**src/rtl/histogram_equalizer_core_defines.svh**
```systemverilog
// assertion macros shared by the histogram equalizer rtl
`ifndef HISTOGRAM_EQUALIZER_CORE_DEFINES_SVH
`define HISTOGRAM_EQUALIZER_CORE_DEFINES_SVH

// same-cycle implication, checked outside reset
`define HEQ_ASSERT_NOW(lbl, ante, cons, msg) \
    lbl: assert property (@(posedge i_clk) disable iff (!i_rst_n) (ante) |-> (cons)) \
        else $error(msg);

// next-cycle implication, checked outside reset
`define HEQ_ASSERT_NEXT(lbl, ante, cons, msg) \
    lbl: assert property (@(posedge i_clk) disable iff (!i_rst_n) (ante) |=> (cons)) \
        else $error(msg);

`endif

```
**src/rtl/histeq_pkg.sv**
```systemverilog
// shared constants, op codes and types for the histogram equalizer
package histeq_pkg;

    localparam int CFG_W       = 13;
    localparam int CFG_IDX_W   = 2;
    localparam int PIX_W       = 8;
    localparam int OP_W        = 2;
    localparam int LEVEL_W     = 8;
    localparam int NUM_BINS    = 256;
    localparam int TOT_W       = 2 * CFG_W;
    localparam int MUL_CNT_W   = 4;
    localparam int STEP_CNT_W  = 3;

    localparam logic [PIX_W-1:0] BIN_LAST = PIX_W'(NUM_BINS - 1);

    // item op codes
    localparam logic [OP_W-1:0] OP_COUNT = 2'd0;
    localparam logic [OP_W-1:0] OP_MAP   = 2'd1;
    localparam logic [OP_W-1:0] OP_CLEAR = 2'd2;

    // configuration register indexes
    localparam logic [CFG_IDX_W-1:0] REG_FRAME_WIDTH  = 2'd0;
    localparam logic [CFG_IDX_W-1:0] REG_FRAME_HEIGHT = 2'd1;

    // divider status toward the sequencer
    typedef struct packed {
        logic               done;
        logic [LEVEL_W-1:0] quot;
    } t_div_stat;

endpackage

```
**src/rtl/histeq_div.sv**
```systemverilog
// bit-serial divider giving an 8-bit quotient saturated at its maximum
module histeq_div
    import histeq_pkg::*;
#(
    parameter int NUM_W = 32,
    parameter int DEN_W = 26
) (
    input  logic             i_clk,
    input  logic             i_rst_n,
    input  logic             i_start,
    input  logic [NUM_W-1:0] i_num,
    input  logic [DEN_W-1:0] i_den,
    output t_div_stat        o_stat
);

    localparam int W = (NUM_W > DEN_W + LEVEL_W) ? NUM_W : DEN_W + LEVEL_W;

    logic                  r_busy;
    logic                  r_chk;
    logic                  r_done;
    logic [STEP_CNT_W-1:0] r_cnt;
    logic [W-1:0]          r_rem;
    logic [W-1:0]          r_dsh;
    logic [LEVEL_W-1:0]    r_q;

    logic                  sat;
    logic                  ge;

    // quotient would exceed 8 bits (also covers a zero divisor)
    assign sat = r_rem >= {r_dsh[W-2:0], 1'b0};
    assign ge  = r_rem >= r_dsh;

    // control flags
    always_ff @(posedge i_clk) begin
        if (!i_rst_n) begin
            r_busy <= 1'b0;
            r_chk  <= 1'b0;
            r_done <= 1'b0;
        end else begin
            r_done <= 1'b0;
            if (i_start) begin
                r_busy <= 1'b1;
                r_chk  <= 1'b1;
            end else if (r_chk) begin
                r_chk <= 1'b0;
                if (sat) begin
                    r_busy <= 1'b0;
                    r_done <= 1'b1;
                end
            end else if (r_busy && r_cnt == '0) begin
                r_busy <= 1'b0;
                r_done <= 1'b1;
            end
        end
    end

    // one quotient bit per cycle, msb first
    always_ff @(posedge i_clk) begin
        if (i_start) begin
            r_rem <= W'(i_num);
            r_dsh <= W'(i_den) << (LEVEL_W - 1);
            r_cnt <= STEP_CNT_W'(LEVEL_W - 1);
        end else if (r_chk) begin
            if (sat) begin
                r_q <= '1;
            end
        end else if (r_busy) begin
            if (ge) begin
                r_rem <= r_rem - r_dsh;
            end
            r_q   <= {r_q[LEVEL_W-2:0], ge};
            r_dsh <= r_dsh >> 1;
            r_cnt <= r_cnt - 1'b1;
        end
    end

    assign o_stat.done = r_done;
    assign o_stat.quot = r_q;

endmodule

```
**config.mk**
```make
export PLATFORM = sky130hd
export DESIGN_NAME = histeq_div
export DESIGN_NICKNAME = d
export VERILOG_FILES = /design/src/rtl/histogram_equalizer_core_defines.svh /design/src/rtl/histeq_pkg.sv /design/src/rtl/histeq_div.sv
export SDC_FILE = /design/constraint.sdc
export NUM_CORES = 1
export LEC_CHECK = 0
export BUFFER_PORTS_ARGS = -buffer_cell sky130_fd_sc_hd__buf_2
export CAP_MARGIN = 10
export CORE_ASPECT_RATIO = 1.25
export CORE_MARGIN = 2
export CORE_UTILIZATION = 33
export DETAILED_ROUTE_END_ITERATION = 10
export PLACE_DENSITY_LB_ADDON = 0.3
export SLEW_MARGIN = 20
export SYNTH_ARGS = -nofsm -noshare
export SYNTH_HDL_FRONTEND = slang
export SYNTH_SLANG_ARGS = --single-unit
export TNS_END_PERCENT = 20
```
**constraint.sdc**
```tcl
create_clock -name i_clk -period 6.8 [get_ports i_clk]
set_input_delay 1.36 -clock i_clk [delete_from_list [all_inputs] [get_ports i_clk]]
set_output_delay 1.36 -clock i_clk [all_outputs]
set_load 0.02 [all_outputs]
```
==> qor.txt <==
clk_lat worst skew: 0.35 ns
startpoint class of the critical path: register
number of synthesized flops with an enable pin: 66
Crit. End Element: register
ANT cells: 0
Cell Count, Final, Fillers Out: 951
dominant cell type by area after synthesis: edfxtp_1
All-Layer GR Usage: 15.9%
Max Root-Sink Buffers: 2
Worst-Margin Slew: 0.833 ns
Port Buf Inserts: 69
Root Buffer: clkbuf_16
slowest CP cell: a2111o_1
fin area: 0.00688 mm²
I/O pins: 70
Power Density: 323 mW/mm²
total power: 2.22 mW
setup bufs post-CTS: 0
Die Ht: 155 µm
P&R area growth vs syn: 14.7%
syn_nets: 793
Initial DRC Count: 259
leakage power total: 2.95 nW
slew margin rel.: 44.3%
first-pass GRT wire length: 24.7 mm
grt total ovfl: 0
largest net degree at the start of global routing: 71
Core Rows: 55
Peak VDD IR: 134 µV
half-perimeter wire length after placement: 11.4 mm
Async SR Flop Fraction: 0%
worst-path cell chain: inv_1 -> ha_1 -> fa_1 -> and2b_1 -> o211ai_2 -> a2111o_1 -> a31oi_4 -> o31ai_2 -> a211o_1 -> nand2_1 -> buf_4
Fmax: 0.276 GHz
Synth cell types: 62
initial core utilization: 33.4%
Hold Violations, Final: 0
Fin Setup TNS: 0 ns
ranking of synthesized cells by area: edfxtp_1 33%, ha_1 14%, nand2_1 6.6%, dfxtp_1 5.0%, a21oi_1 4.8%
top post-synthesis cells by count: 105 x nand2_1, 68 x ha_1, 66 x edfxtp_1, 57 x a21oi_1, 47 x inv_1
DIE AREA: 0.0193 mm²
DR DRC count: 0
RD Place Congestion: 0.876
CP Max Fanout: 25
placed cell count: 935
clk sinks: 81
slowest stage delay, CP: 0.51 ns
Die X: 125 µm
slack of the critical path: 3.17 ns
Gates resized, CTS repair: 0
min Tclk post-route: 3.63 ns
Via density: 5.20
Slew Viols, Final: 0
number of hold buffers added after cts: 0
Routed Antenna Nets: 0
most frequent cell after synthesis: nand2_1
Min-Delay Path Class: reg -> reg
WL final: 14.9 mm
status: complete, no violations
Avg WL per Cell: 15.7 µm
Max-Cap Viols: 0
RSZ-0062 raised after global routing: no
synthesized instance count: 663
drt pass-1 iters: 4
CTS clk-pin slew, worst paths: 0.06 ns
CP required: 6.81 ns
mapped cell area: 0.00599 mm²
share of post-route cells with drive strength above 1: 15.2%
Clock Skew: 0.00825 ns
Seq cells post-synth: 81
H-tree Lvls: 3
fillers: 1817
nets: 848
routed via count: 4943
WP data arrival: 3.63 ns
Core Box Area: 0.0180 mm²
CTS tree: built
sequential fraction of the synthesis area: 38.1%
final setup vio count: 0
DP Area: 0.00654 mm²
crit share post-route: 53.3%
critical path class: reg -> reg
Post-Place Worst Slack: 3.19 ns
Avg Cell Area, Syn: 9.04 µm²
area fraction of the dominant cell type after synthesis: 33.1%
total of warnings raised by yosys: 0
Fin Hold WS: 0.475 ns
number of global-route vias before repair: 4899
Main synth FF type: edfxtp_1
initial antenna violation count: 0
Num CTS Buffers: 9
final core occ: 38.3%
-- layout by cell type (no fill, tap or decap), types with 4 or more instances in the layout --
| master | count |
|---|---|
| a211o_1 | 5 |
| buf_2 | 68 |
| ha_1 | 68 |
| dfxtp_1 | 15 |
| xor2_1 | 11 |
| clkbuf_16 | 11 |
| a21o_1 | 28 |
| nor2b_1 | 4 |
| or2_2 | 10 |
| nand2b_1 | 5 |
| nor2_1 | 22 |
| o21ai_0 | 43 |
| o21a_1 | 7 |
| edfxtp_1 | 66 |
| o211ai_1 | 6 |
| nand2_1 | 105 |
| and2_1 | 5 |
| o31ai_1 | 28 |
| o21ai_1 | 4 |
| nor4_1 | 4 |
| nand4_1 | 10 |
| inv_1 | 47 |
| a221oi_1 | 5 |
| buf_4 | 5 |
| a211oi_1 | 5 |
| nor3_1 | 7 |
| xnor2_1 | 13 |
| a21oi_1 | 57 |
| and3_1 | 4 |
| nand3_1 | 12 |
-- registers in the layout (all words and copies together), names as in the netlist --
signal  flops
r_done      1
r_busy      1
r_dsh      33
r_q         8
r_rem      34
r_chk       1
r_cnt       3
-- worst max-delay path: cells and delay by family, from the launching register on --
kind	cells	cell delay, ns
AO/OA/AOI/OAI	5	1.27
flip-flops	1	0.34
buffers and inverters	2	0.48
AND/OR/NAND/NOR	2	0.56
adder cells (fa/ha/maj)	2	0.62
-- layer usage --
metal	track usage, %	vias up	part of all wire [%]
li1	-	2538	-
met1	20.1	2283	46
met2	26.8	96	48
met3	2.08	26	3.2
met4	7.60	0	3.2
met5	0	-	0
-- cell families after synthesis --
kind of cell               synth area share (%)
muxes                                     0.188
AOI/OAI and AO/OA                          22.8
DFF                                        38.1
and+or+nand+nor                            16.1
buffers and inverters                      4.84
xor gates and xnor gates                   3.51
adders and majority gates                  14.5
-- where the power goes --
group	switching [mW]	total [mW]	leakage, nW	internal, mW
clock	0.208	0.537	0.158	0.329
sequential	0.0470	0.697	0.787	0.650
combinational	0.584	0.986	2.00	0.402
total	0.839	2.22	2.95	1.38
-- worst paths after layout --
path              slack [ns]      from        end  depth (start not counted)
hold reg to reg         0.47  r_dsh[3]   r_dsh[2]                          2
setup reg to reg        3.17  r_rem[0]  r_rem[13]                         11
hold / removal          0.47  r_dsh[3]   r_dsh[2]                          2
setup / recovery        3.17  r_rem[0]  r_rem[13]                         11
-- final cells by class --
type / instances / area, µm² / share of cell area, %
Clock buffer: 11 / 275 / 4.00
Clock inverter: 5 / 58.8 / 0.855
Inverter: 47 / 176 / 2.57
Multi-Input combinational cell: 506 / 3420 / 49.7
Sequential cell: 81 / 2280 / 33.2
Tap cell: 228 / 285 / 4.15
Timing Repair Buffer: 73 / 378 / 5.50
Power figures use the tool's default switching activity.
